`src/hw/rtl/idq_pkg.sv`:
```
// shared types and constants of the indexed deque
package idq_pkg;

  localparam int KIND_W  = 4;
  localparam int POS_W   = 5;
  localparam int VALUE_W = 32;
  localparam int DATA_W  = 32;
  localparam int ERR_W   = 2;
  localparam int COUNT_W = 5;

  typedef enum logic [KIND_W-1:0] {
    K_PUSH_BACK  = 4'd0,
    K_PUSH_FRONT = 4'd1,
    K_INSERT_AT  = 4'd2,
    K_POP_FRONT  = 4'd3,
    K_POP_BACK   = 4'd4,
    K_REMOVE_AT  = 4'd5,
    K_READ_AT    = 4'd6,
    K_READ_FIRST = 4'd7,
    K_READ_LAST  = 4'd8,
    K_CLEAR      = 4'd9
  } kind_t;

  typedef enum logic [ERR_W-1:0] {
    ERR_OK    = 2'd0,
    ERR_RANGE = 2'd1,
    ERR_FULL  = 2'd2
  } err_t;

  typedef struct packed {
    logic exec;
  } cmd_t;

endpackage

```
`src/hw/rtl/idq_if.sv`:
```
// request and response channel interfaces
interface idq_req_if;
  import idq_pkg::*;
  logic               valid;
  logic               ready;
  logic [KIND_W-1:0]  kind;
  logic [POS_W-1:0]   position;
  logic [VALUE_W-1:0] value;
  modport source (output valid, kind, position, value, input ready);
  modport sink (input valid, kind, position, value, output ready);
endinterface

interface idq_rsp_if;
  import idq_pkg::*;
  logic               valid;
  logic               ready;
  logic [DATA_W-1:0]  data_out;
  logic [ERR_W-1:0]   error;
  logic [COUNT_W-1:0] count;
  modport source (output valid, data_out, error, count, input ready);
  modport sink (input valid, data_out, error, count, output ready);
endinterface

```
`src/hw/rtl/idq_ctrl.sv`:
```
// handshake controller: tracks whether a result word is held
module idq_ctrl (
  input  logic          clk,
  input  logic          rst,
  input  logic          req_valid,
  output logic          req_ready,
  output logic          rsp_valid,
  input  logic          rsp_ready,
  output idq_pkg::cmd_t cmd
);
  import idq_pkg::*;

  typedef enum logic [1:0] {
    ST_EMPTY = 2'b01,
    ST_HOLD  = 2'b10
  } state_t;

  state_t state;
  state_t state_next;
  logic   accept;

  assign rsp_valid = (state == ST_HOLD);
  assign req_ready = !rsp_valid || rsp_ready;
  assign accept    = req_valid && req_ready;
  assign cmd.exec  = accept;

  always_comb begin
    state_next = state;
    unique case (state)
      ST_EMPTY: begin
        if (accept) state_next = ST_HOLD;
      end
      ST_HOLD: begin
        if (rsp_ready && !accept) state_next = ST_EMPTY;
      end
      default: state_next = ST_EMPTY;
    endcase
  end

  always_ff @(posedge clk) begin
    if (rst) begin
      state <= ST_EMPTY;
    end else begin
      state <= state_next;
    end
  end

endmodule

```
`src/hw/rtl/idq_dp.sv`:
```
// datapath: row of shifting cells, fill count and result register
module idq_dp #(
  parameter int DEPTH     = 16,
  parameter int WORD_BITS = 32
) (
  input  logic                         clk,
  input  logic                         rst,
  input  idq_pkg::cmd_t                cmd,
  input  logic [idq_pkg::KIND_W-1:0]   kind,
  input  logic [idq_pkg::POS_W-1:0]    position,
  input  logic [idq_pkg::VALUE_W-1:0]  value,
  output logic [idq_pkg::DATA_W-1:0]   data_out,
  output logic [idq_pkg::ERR_W-1:0]    error,
  output logic [idq_pkg::COUNT_W-1:0]  count
);
  import idq_pkg::*;

  localparam int IW  = $clog2(DEPTH);
  localparam int FW  = $clog2(DEPTH + 1);
  localparam int CW0 = (FW > POS_W) ? FW : POS_W;
  localparam int CW  = (CW0 > COUNT_W) ? CW0 : COUNT_W;
  localparam int VW  = (WORD_BITS > VALUE_W) ? WORD_BITS : VALUE_W;
  localparam int DW  = (WORD_BITS > DATA_W) ? WORD_BITS : DATA_W;

  logic [WORD_BITS-1:0] cells [DEPTH];
  logic [WORD_BITS-1:0] cell_next [DEPTH];
  logic [FW-1:0]        fill;
  logic [FW-1:0]        fill_next;

  logic [CW-1:0]        fill_c;
  logic [CW-1:0]        pos_c;
  logic [CW-1:0]        at;
  logic                 do_ins;
  logic                 do_rem;
  logic                 do_take;
  err_t                 err;
  logic [VW-1:0]        val_ext;
  logic [WORD_BITS-1:0] new_word;
  logic [WORD_BITS-1:0] rd_word;
  logic [DW-1:0]        rd_ext;
  logic [DATA_W-1:0]    data_next;
  logic [CW-1:0]        count_c;

  assign fill_c   = CW'(fill);
  assign pos_c    = CW'(position);
  assign val_ext  = VW'(value);
  assign new_word = val_ext[WORD_BITS-1:0];
  assign rd_word  = cells[at[IW-1:0]];
  assign rd_ext   = DW'(rd_word);

  always_comb begin
    do_ins    = 1'b0;
    do_rem    = 1'b0;
    do_take   = 1'b0;
    at        = '0;
    err       = ERR_OK;
    fill_next = fill;
    unique case (kind)
      K_PUSH_BACK: begin
        if (fill_c >= CW'(DEPTH)) err = ERR_FULL;
        else begin
          do_ins = 1'b1;
          at     = fill_c;
        end
      end
      K_PUSH_FRONT: begin
        if (fill_c >= CW'(DEPTH)) err = ERR_FULL;
        else do_ins = 1'b1;
      end
      K_INSERT_AT: begin
        if (pos_c > fill_c) err = ERR_RANGE;
        else if (fill_c >= CW'(DEPTH)) err = ERR_FULL;
        else begin
          do_ins = 1'b1;
          at     = pos_c;
        end
      end
      K_POP_FRONT: begin
        if (fill_c == '0) err = ERR_RANGE;
        else begin
          do_rem  = 1'b1;
          do_take = 1'b1;
        end
      end
      K_POP_BACK: begin
        if (fill_c == '0) err = ERR_RANGE;
        else begin
          do_rem  = 1'b1;
          do_take = 1'b1;
          at      = fill_c - CW'(1);
        end
      end
      K_REMOVE_AT: begin
        if (pos_c >= fill_c) err = ERR_RANGE;
        else begin
          do_rem  = 1'b1;
          do_take = 1'b1;
          at      = pos_c;
        end
      end
      K_READ_AT: begin
        if (pos_c >= fill_c) err = ERR_RANGE;
        else begin
          do_take = 1'b1;
          at      = pos_c;
        end
      end
      K_READ_FIRST: begin
        if (fill_c == '0) err = ERR_RANGE;
        else do_take = 1'b1;
      end
      K_READ_LAST: begin
        if (fill_c == '0) err = ERR_RANGE;
        else begin
          do_take = 1'b1;
          at      = fill_c - CW'(1);
        end
      end
      K_CLEAR: begin
        fill_next = '0;
      end
      default: ;
    endcase
    if (do_ins) fill_next = fill + FW'(1);
    if (do_rem) fill_next = fill - FW'(1);
  end

  assign data_next = do_take ? rd_ext[DATA_W-1:0] : '0;
  assign count_c   = CW'(fill_next);

  // each cell takes its neighbor on a shift, the new word at the gap
  for (genvar g = 0; g < DEPTH; g++) begin : g_cell
    logic [WORD_BITS-1:0] below;
    logic [WORD_BITS-1:0] above;
    if (g == 0) begin : g_first
      assign below = cells[g];
    end else begin : g_mid
      assign below = cells[g-1];
    end
    if (g == DEPTH - 1) begin : g_last
      assign above = cells[g];
    end else begin : g_inner
      assign above = cells[g+1];
    end
    always_comb begin
      cell_next[g] = cells[g];
      if (do_ins) begin
        if (CW'(g) > at) cell_next[g] = below;
        else if (CW'(g) == at) cell_next[g] = new_word;
      end else if (do_rem) begin
        if (CW'(g) >= at) cell_next[g] = above;
      end
    end
  end

  always_ff @(posedge clk) begin
    if (cmd.exec) begin
      cells    <= cell_next;
      data_out <= data_next;
      error    <= err;
      count    <= count_c[COUNT_W-1:0];
    end
  end

  always_ff @(posedge clk) begin
    if (rst) begin
      fill <= '0;
    end else if (cmd.exec) begin
      fill <= fill_next;
    end
  end

endmodule

```
`src/hw/rtl/indexed_deque.sv`:
```
// indexed deque top level: request in, one response word out per request
// A bounded ordered list of up to DEPTH words with push/pop at both ends,
// insert/remove at an index (later entries shift by one place), reads and
// clear. Every request word gives exactly one response word: the data read
// or removed, an error code (range/empty or full, state unchanged on error)
// and the element count afterwards. A request is executed in the cycle it is
// accepted, and its response is registered and shown from the next cycle;
// a new request is taken every cycle while the response side keeps up; the
// row of cells shifts all entries at once.
module indexed_deque #(
  parameter int DEPTH     = 16,
  parameter int WORD_BITS = 32
) (
  input logic      clk,
  input logic      rst,
  idq_req_if.sink  req,
  idq_rsp_if.source rsp
);
  import idq_pkg::*;

  cmd_t cmd;

  idq_ctrl u_ctrl (
    .clk       (clk),
    .rst       (rst),
    .req_valid (req.valid),
    .req_ready (req.ready),
    .rsp_valid (rsp.valid),
    .rsp_ready (rsp.ready),
    .cmd       (cmd)
  );

  idq_dp #(
    .DEPTH     (DEPTH),
    .WORD_BITS (WORD_BITS)
  ) u_dp (
    .clk      (clk),
    .rst      (rst),
    .cmd      (cmd),
    .kind     (req.kind),
    .position (req.position),
    .value    (req.value),
    .data_out (rsp.data_out),
    .error    (rsp.error),
    .count    (rsp.count)
  );

endmodule

```
`src/flat_wrapper.sv`:
```
// flat-port wrapper written by rule: the top's interface ports become plain ports
module indexed_deque_flat import idq_pkg::*;
#(
  parameter int DEPTH     = 16,
  parameter int WORD_BITS = 32
)
  (clk, rst, req_valid, req_kind, req_position, req_value, req_ready, rsp_valid, rsp_data_out, rsp_error, rsp_count, rsp_ready);
  idq_req_if req_i ();
  idq_rsp_if rsp_i ();
  input logic clk;
  input logic rst;
  input wire logic [$bits(req_i.valid)-1:0] req_valid;
  input wire logic [$bits(req_i.kind)-1:0] req_kind;
  input wire logic [$bits(req_i.position)-1:0] req_position;
  input wire logic [$bits(req_i.value)-1:0] req_value;
  output wire logic [$bits(req_i.ready)-1:0] req_ready;
  output wire logic [$bits(rsp_i.valid)-1:0] rsp_valid;
  output wire logic [$bits(rsp_i.data_out)-1:0] rsp_data_out;
  output wire logic [$bits(rsp_i.error)-1:0] rsp_error;
  output wire logic [$bits(rsp_i.count)-1:0] rsp_count;
  input wire logic [$bits(rsp_i.ready)-1:0] rsp_ready;
  assign req_i.valid = req_valid;
  assign req_i.kind = req_kind;
  assign req_i.position = req_position;
  assign req_i.value = req_value;
  assign req_ready = req_i.ready;
  assign rsp_valid = rsp_i.valid;
  assign rsp_data_out = rsp_i.data_out;
  assign rsp_error = rsp_i.error;
  assign rsp_count = rsp_i.count;
  assign rsp_i.ready = rsp_ready;
  indexed_deque #(.DEPTH(DEPTH), .WORD_BITS(WORD_BITS)) u_core (.clk(clk), .rst(rst), .req(req_i), .rsp(rsp_i));
endmodule
```
`config.mk`:
```
export PLATFORM = sky130hd
export DESIGN_NAME = indexed_deque_flat
export DESIGN_NICKNAME = d
export VERILOG_FILES = /design/src/hw/rtl/idq_pkg.sv /design/src/hw/rtl/idq_if.sv /design/src/hw/rtl/idq_ctrl.sv /design/src/hw/rtl/idq_dp.sv /design/src/hw/rtl/indexed_deque.sv /design/src/flat_wrapper.sv
export SDC_FILE = /design/constraint.sdc
export NUM_CORES = 2
export LEC_CHECK = 0
export BUFFER_PORTS_ARGS = -buffer_cell sky130_fd_sc_hd__buf_2
export CORE_ASPECT_RATIO = 1.5
export CORE_MARGIN = 2
export CORE_UTILIZATION = 57
export DETAILED_ROUTE_END_ITERATION = 16
export PLACE_DENSITY = 0.74
export SETUP_SLACK_MARGIN = 0.4
export SLEW_MARGIN = 10
export SYNTH_ARGS = -nofsm -noshare
export SYNTH_HDL_FRONTEND = slang
export SYNTH_SLANG_ARGS = --single-unit
```
`constraint.sdc`:
```
create_clock -name clk -period 10.41 [get_ports clk]
set_input_delay 0.5205 -clock clk [delete_from_list [all_inputs] [get_ports clk]]
set_output_delay 0.5205 -clock clk [all_outputs]
set_load 0.1 [all_outputs]
```
==> run_summary.xml <==
<?xml version="1.0" encoding="UTF-8"?>
<metrics>
  <group name="run">
    <metric name="drv_cap" unit="">0</metric>
  </group>
  <group name="route">
    <metric name="wl_per_cell" unit="um">25.1</metric>
    <metric name="drt_pre_antenna_iters" unit="">6</metric>
    <metric name="vias_per_cell" unit="">6.65</metric>
    <metric name="drtIter0Drc" unit="">3226</metric>
    <metric name="post-route-drc-count" unit="">0</metric>
    <metric name="antenna_left" unit="">0</metric>
    <metric name="via_count" unit="">26353</metric>
    <metric name="totalWireLength" unit="um">99500</metric>
  </group>
  <group name="global_routing">
    <metric name="grt_first_pass_wirelength" unit="um">149000</metric>
    <metric name="overflow" unit="">0</metric>
    <metric name="grt_antenna_before_repair" unit="">3</metric>
    <metric name="first_global_vias" unit="">25725</metric>
    <metric name="grt_max_degree" unit="">290</metric>
    <metric name="all_layer_gr_usage" unit="%">33.2</metric>
  </group>
  <group name="setup_path">
    <metric name="critical_path_required" unit="ns">10.72</metric>
    <metric name="crit_path_top_delay_cell" unit="">nor3_4</metric>
    <metric name="r2r.worst_path.cells" unit="">13</metric>
    <metric name="flop2flop_setup_slack" unit="ns">4.02</metric>
    <metric name="max_fanout_on_critical_path" unit="">23</metric>
    <metric name="crit_path_frequent_cell" unit="">buf_4</metric>
    <metric name="worstSetupStartpointType" unit="">flop</metric>
    <metric name="critical_path.reg2reg.startpoint" unit="">u_core.u_dp.fill[4]$_SDFFE_PP0P_</metric>
    <metric name="critical_path_class" unit="">flop to flop</metric>
    <metric name="critical_path.endpoint_type" unit="">flop</metric>
    <metric name="cp.arrival" unit="ns">6.71</metric>
    <metric name="critical-path-max-stage-delay" unit="ns">0.94</metric>
    <metric name="crit_path_cell_trace" unit="">inv_1 -&gt; ha_1 -&gt; and3_1 -&gt; o21ai_0 -&gt; a21oi_1 -&gt; o311ai_4 -&gt; buf_4 -&gt; nor3_4 -&gt; buf_4 -&gt; nor2b_4 -&gt; buf_4 -&gt; mux2i_1 -&gt; o21ai_0</metric>
    <metric name="r2r_end" unit="">u_core.u_dp.g_cell[2].above[20]$_DFFE_PP_</metric>
  </group>
  <group name="sta">
    <metric name="timing_hold_violations_final" unit="">0</metric>
    <metric name="timing.final.crit_period" unit="ns">6.39</metric>
    <metric name="worst-slew-pin-transition" unit="ns">1.27</metric>
    <metric name="total_neg_setup_slack" unit="ns">0</metric>
    <metric name="timing.final.crit_share" unit="%">61.4</metric>
    <metric name="timing_limited_maximum_frequency" unit="GHz">0.156</metric>
    <metric name="slew-limit-headroom" unit="%">15.0</metric>
    <metric name="grt_setup_unrepaired" unit="">no</metric>
    <metric name="fin_skew" unit="ns">0.0237</metric>
    <metric name="setup-violations-final" unit="">0</metric>
    <metric name="max_slew_violation_total_from_the_final_report" unit="">0</metric>
  </group>
  <group name="clock_tree">
    <metric name="cts_tree" unit="">done</metric>
    <metric name="cts_setup_buffers" unit="">0</metric>
    <metric name="cts_made_buffers" unit="">55</metric>
    <metric name="clkSinkCount" unit="">558</metric>
    <metric name="htree_levels" unit="">2</metric>
    <metric name="cts_buffer_depth" unit="">3</metric>
    <metric name="cts.root.buffer_cell" unit="">clkbuf_16</metric>
    <metric name="cts.clk_slew.worst_paths" unit="ns">0.07</metric>
    <metric name="post_cts_hold_buffer_count" unit="">0</metric>
    <metric name="clock_insertion_delay_worst_skew" unit="ns">0.62</metric>
    <metric name="post_cts_resize_count" unit="">0</metric>
  </group>
  <group name="cells_and_area">
    <metric name="layout-drive-gt1-share" unit="%">9.29</metric>
    <metric name="syn2layout_area_growth" unit="%">7.61</metric>
    <metric name="nNetsFinal" unit="">3206</metric>
    <metric name="layout_cells_excl_fill" unit="">3961</metric>
  </group>
  <group name="die">
    <metric name="start_util" unit="%">57.4</metric>
    <metric name="die_x" unit="um">199</metric>
    <metric name="placement_rows" unit="">107</metric>
    <metric name="ios" unit="">86</metric>
    <metric name="core-area" unit="sq um">56500</metric>
    <metric name="die_y" unit="um">296</metric>
    <metric name="design.die.area" unit="sq um">58800</metric>
  </group>
  <group name="logic_synthesis">
    <metric name="synth_top_family_by_area" unit="">multiplexers</metric>
    <metric name="synth-async-reset-ratio" unit="%">0</metric>
    <metric name="post_synth_xor_area_fraction" unit="%">0.0811</metric>
    <metric name="synth_cells" unit="">3260</metric>
    <metric name="ys_seq_area_share" unit="%">51.5</metric>
    <metric name="synth_cell_type_count" unit="">71</metric>
    <metric name="synthSimpleGateAreaFrac" unit="%">14.2</metric>
    <metric name="synth-warning-count" unit="">0</metric>
    <metric name="synth-compound-area-share" unit="%">13.6</metric>
    <metric name="synth.ff_latch_count" unit="">558</metric>
    <metric name="synthesis.area_per_instance" unit="sq um">9.94</metric>
    <metric name="ys_dominant_reg_cell" unit="">edfxtp_1</metric>
    <metric name="synthesis.area" unit="sq um">32400</metric>
    <metric name="syn-num-nets" unit="">3314</metric>
    <metric name="synth_adder_area_share" unit="%">0.347</metric>
    <metric name="synth-edff-count" unit="">551</metric>
    <metric name="synth_mux_area_share" unit="%">16.1</metric>
  </group>
  <group name="min_path">
    <metric name="holdPathEnd" unit="">u_core.u_dp.fill[1]$_SDFFE_PP0P_</metric>
    <metric name="hold_path_start" unit="">rst</metric>
    <metric name="hold_path_class" unit="">input pin to flop</metric>
    <metric name="hold-path-cell-count" unit="">2</metric>
  </group>
  <group name="placement">
    <metric name="place.gp.congestion" unit="">0.883</metric>
    <metric name="buffer_ports.inserted" unit="">85</metric>
    <metric name="place_hpwl" unit="um">55800</metric>
    <metric name="dpl.cell_count" unit="">3858</metric>
  </group>
  <group name="pwr">
    <metric name="share_clk_of_total_power" unit="%">34.1</metric>
    <metric name="max-vdd-ir-drop" unit="uV">139</metric>
    <metric name="power.density" unit="nW/um^2">165</metric>
    <metric name="share_comb_of_total_power" unit="%">19.2</metric>
    <metric name="net-switching-power" unit="mW">1.73</metric>
    <metric name="total_chip_power" unit="mW">5.74</metric>
    <metric name="static-leakage-power" unit="nW">14.4</metric>
    <metric name="p_sw_share" unit="%">30.1</metric>
    <metric name="power.share.sequential" unit="%">46.7</metric>
    <metric name="cellInternalPower" unit="mW">4.01</metric>
  </group>
  <group name="outcome">
    <metric name="status" unit="">finished, final reports clean</metric>
  </group>
</metrics>
[state kept, by name (all words and copies together) (netlist names)]
signal and flops:
u_core.u_ctrl.state 2, u_core.u_dp.count 5, u_core.u_dp.data_out 32, u_core.u_dp.error 2, u_core.u_dp.fill 5, u_core.u_dp.g_cell.above 416, u_core.u_dp.g_cell.below 96
[through the flow]
| step | instance area, sq um | setup slack, ns | utilization (%) | hold slack, ns |
|---|---|---|---|---|
| 3_3_place_gp | 33200 | 4.42 | 58.7 | 0.534 |
| 6_report | 34900 | 4.02 | 61.7 | 0.213 |
| 3_5_place_dp | 33200 | 4.22 | 58.7 | 0.552 |
| 2_1_floorplan | 32400 | 4.77 | - | 0.522 |
| 4_1_cts | 34900 | 4.15 | 61.7 | 0.186 |
| 5_1_grt | 34900 | 3.85 | 61.7 | 0.220 |
[cell type report]
cell class | count | area, sq um
Fill cell | 4621 | 21600
Sequential cell | 558 | 16700
Multi-Input combinational cell | 2384 | 14600
Clock buffer | 68 | 1450
Tap cell | 763 | 955
Timing Repair Buffer | 136 | 850
Clock inverter | 33 | 249
Inverter | 17 | 63.8
Antenna cell | 2 | 5.00
[critical path: cells and delay by family (launching register included)]
family / cells / cell delay [ns]
and+or+nand+nor: 3 / 1.90
buffers and inverters: 4 / 1.66
AOI/OAI and AO/OA: 4 / 1.35
DFF: 1 / 0.52
adders and majority gates: 1 / 0.36
muxes: 1 / 0.27
[layout by cell type (no fill, tap or decap), types with 3 or more instances in the layout]
cell / n
nand2_1: 882
edfxtp_1: 551
mux2i_1: 481
o21ai_0: 336
nand3_1: 137
a21oi_1: 106
o21ai_1: 91
buf_2: 85
clkbuf_16: 56
buf_4: 47
mux2_2: 35
o22ai_1: 35
and3_1: 34
o211ai_1: 33
a32oi_1: 32
a221o_1: 31
a311o_1: 31
inv_1: 15
clkinv_1: 14
nor2_4: 12
clkbuf_1: 12
nor2_1: 11
clkinv_2: 11
ha_1: 9
nor3_1: 7
a21oi_4: 7
dfxtp_1: 7
nor2b_1: 4
nand4_1: 3
a311oi_1: 3
o21ai_4: 3
nand2_2: 3
bufinv_16: 3
buf_12: 3
[power by group through the flow]
stage	clock network [mW]	logic, mW	registers (mW)
floorplan	0	0.692	2.79
global placement	0	1.05	2.72
detailed placement	0	1.08	2.72
CTS	1.98	1.08	2.68
global route	2.06	1.16	2.69
finish	1.96	1.10	2.68
[how the worst max path moves through the flow]
stage	start	endpoint
after floorplan	u_core.u_ctrl.state[1]$_SDFFE_PP0P_	u_core.u_dp.g_cell[7].above[0]$_DFFE_PP_
after global placement	u_core.u_dp.fill[4]$_SDFFE_PP0P_	u_core.u_dp.g_cell[2].above[15]$_DFFE_PP_
after detailed placement	u_core.u_dp.fill[4]$_SDFFE_PP0P_	u_core.u_dp.g_cell[2].above[2]$_DFFE_PP_
after CTS	u_core.u_dp.fill[4]$_SDFFE_PP0P_	u_core.u_dp.g_cell[2].above[20]$_DFFE_PP_
after global routing	u_core.u_dp.fill[4]$_SDFFE_PP0P_	u_core.u_dp.g_cell[2].above[20]$_DFFE_PP_
final	u_core.u_dp.fill[4]$_SDFFE_PP0P_	u_core.u_dp.g_cell[2].above[20]$_DFFE_PP_
[routing by layer]
| layer | vias to the layer above | global-route usage [%] | routed length [um] |
|---|---|---|---|
| li1 | 11666 | - | - |
| met1 | 12697 | 41.6 | 37100 |
| met2 | 1618 | 55.2 | 47900 |
| met3 | 372 | 4.82 | 8930 |
| met4 | 0 | 18.6 | 5560 |
| met5 | - | 0 | 0 |
[synth_stat cells, types with 3 or more instances]
cell	count	area share [%]
a21oi_1	109	1.7
a21oi_2	3	0.081
a221o_1	31	0.96
a311o_1	31	0.96
a311oi_1	3	0.081
a32oi_1	32	0.86
and2_1	3	0.058
and3_1	36	0.69
buf_1	14	0.16
buf_2	67	1.0
buf_4	18	0.42
buf_6	3	0.10
clkbuf_1	199	2.3
dfxtp_1	7	0.43
edfxtp_1	551	51
ha_1	9	0.35
inv_1	16	0.19
mux2_2	35	1.2
mux2i_1	481	15
nand2_1	885	10
nand3_1	137	2.1
nand4_1	3	0.058
nor2_1	22	0.25
nor2b_1	5	0.096
nor3_1	9	0.14
o211ai_1	33	0.76
o21a_1	4	0.093
o21ai_0	337	5.2
o21ai_1	91	1.4
o22ai_1	35	0.68
[cell families after synthesis]
kind of cell,count (synthesis)
AO/OA/AOI/OAI,736
XOR/XNOR,3
adder cells (fa/ha/maj),9
buffers and inverters,318
flip-flops,558
multiplexers,516
AND/OR/NAND/NOR,1120
Note: power is estimated with default switching activity, not from simulation.
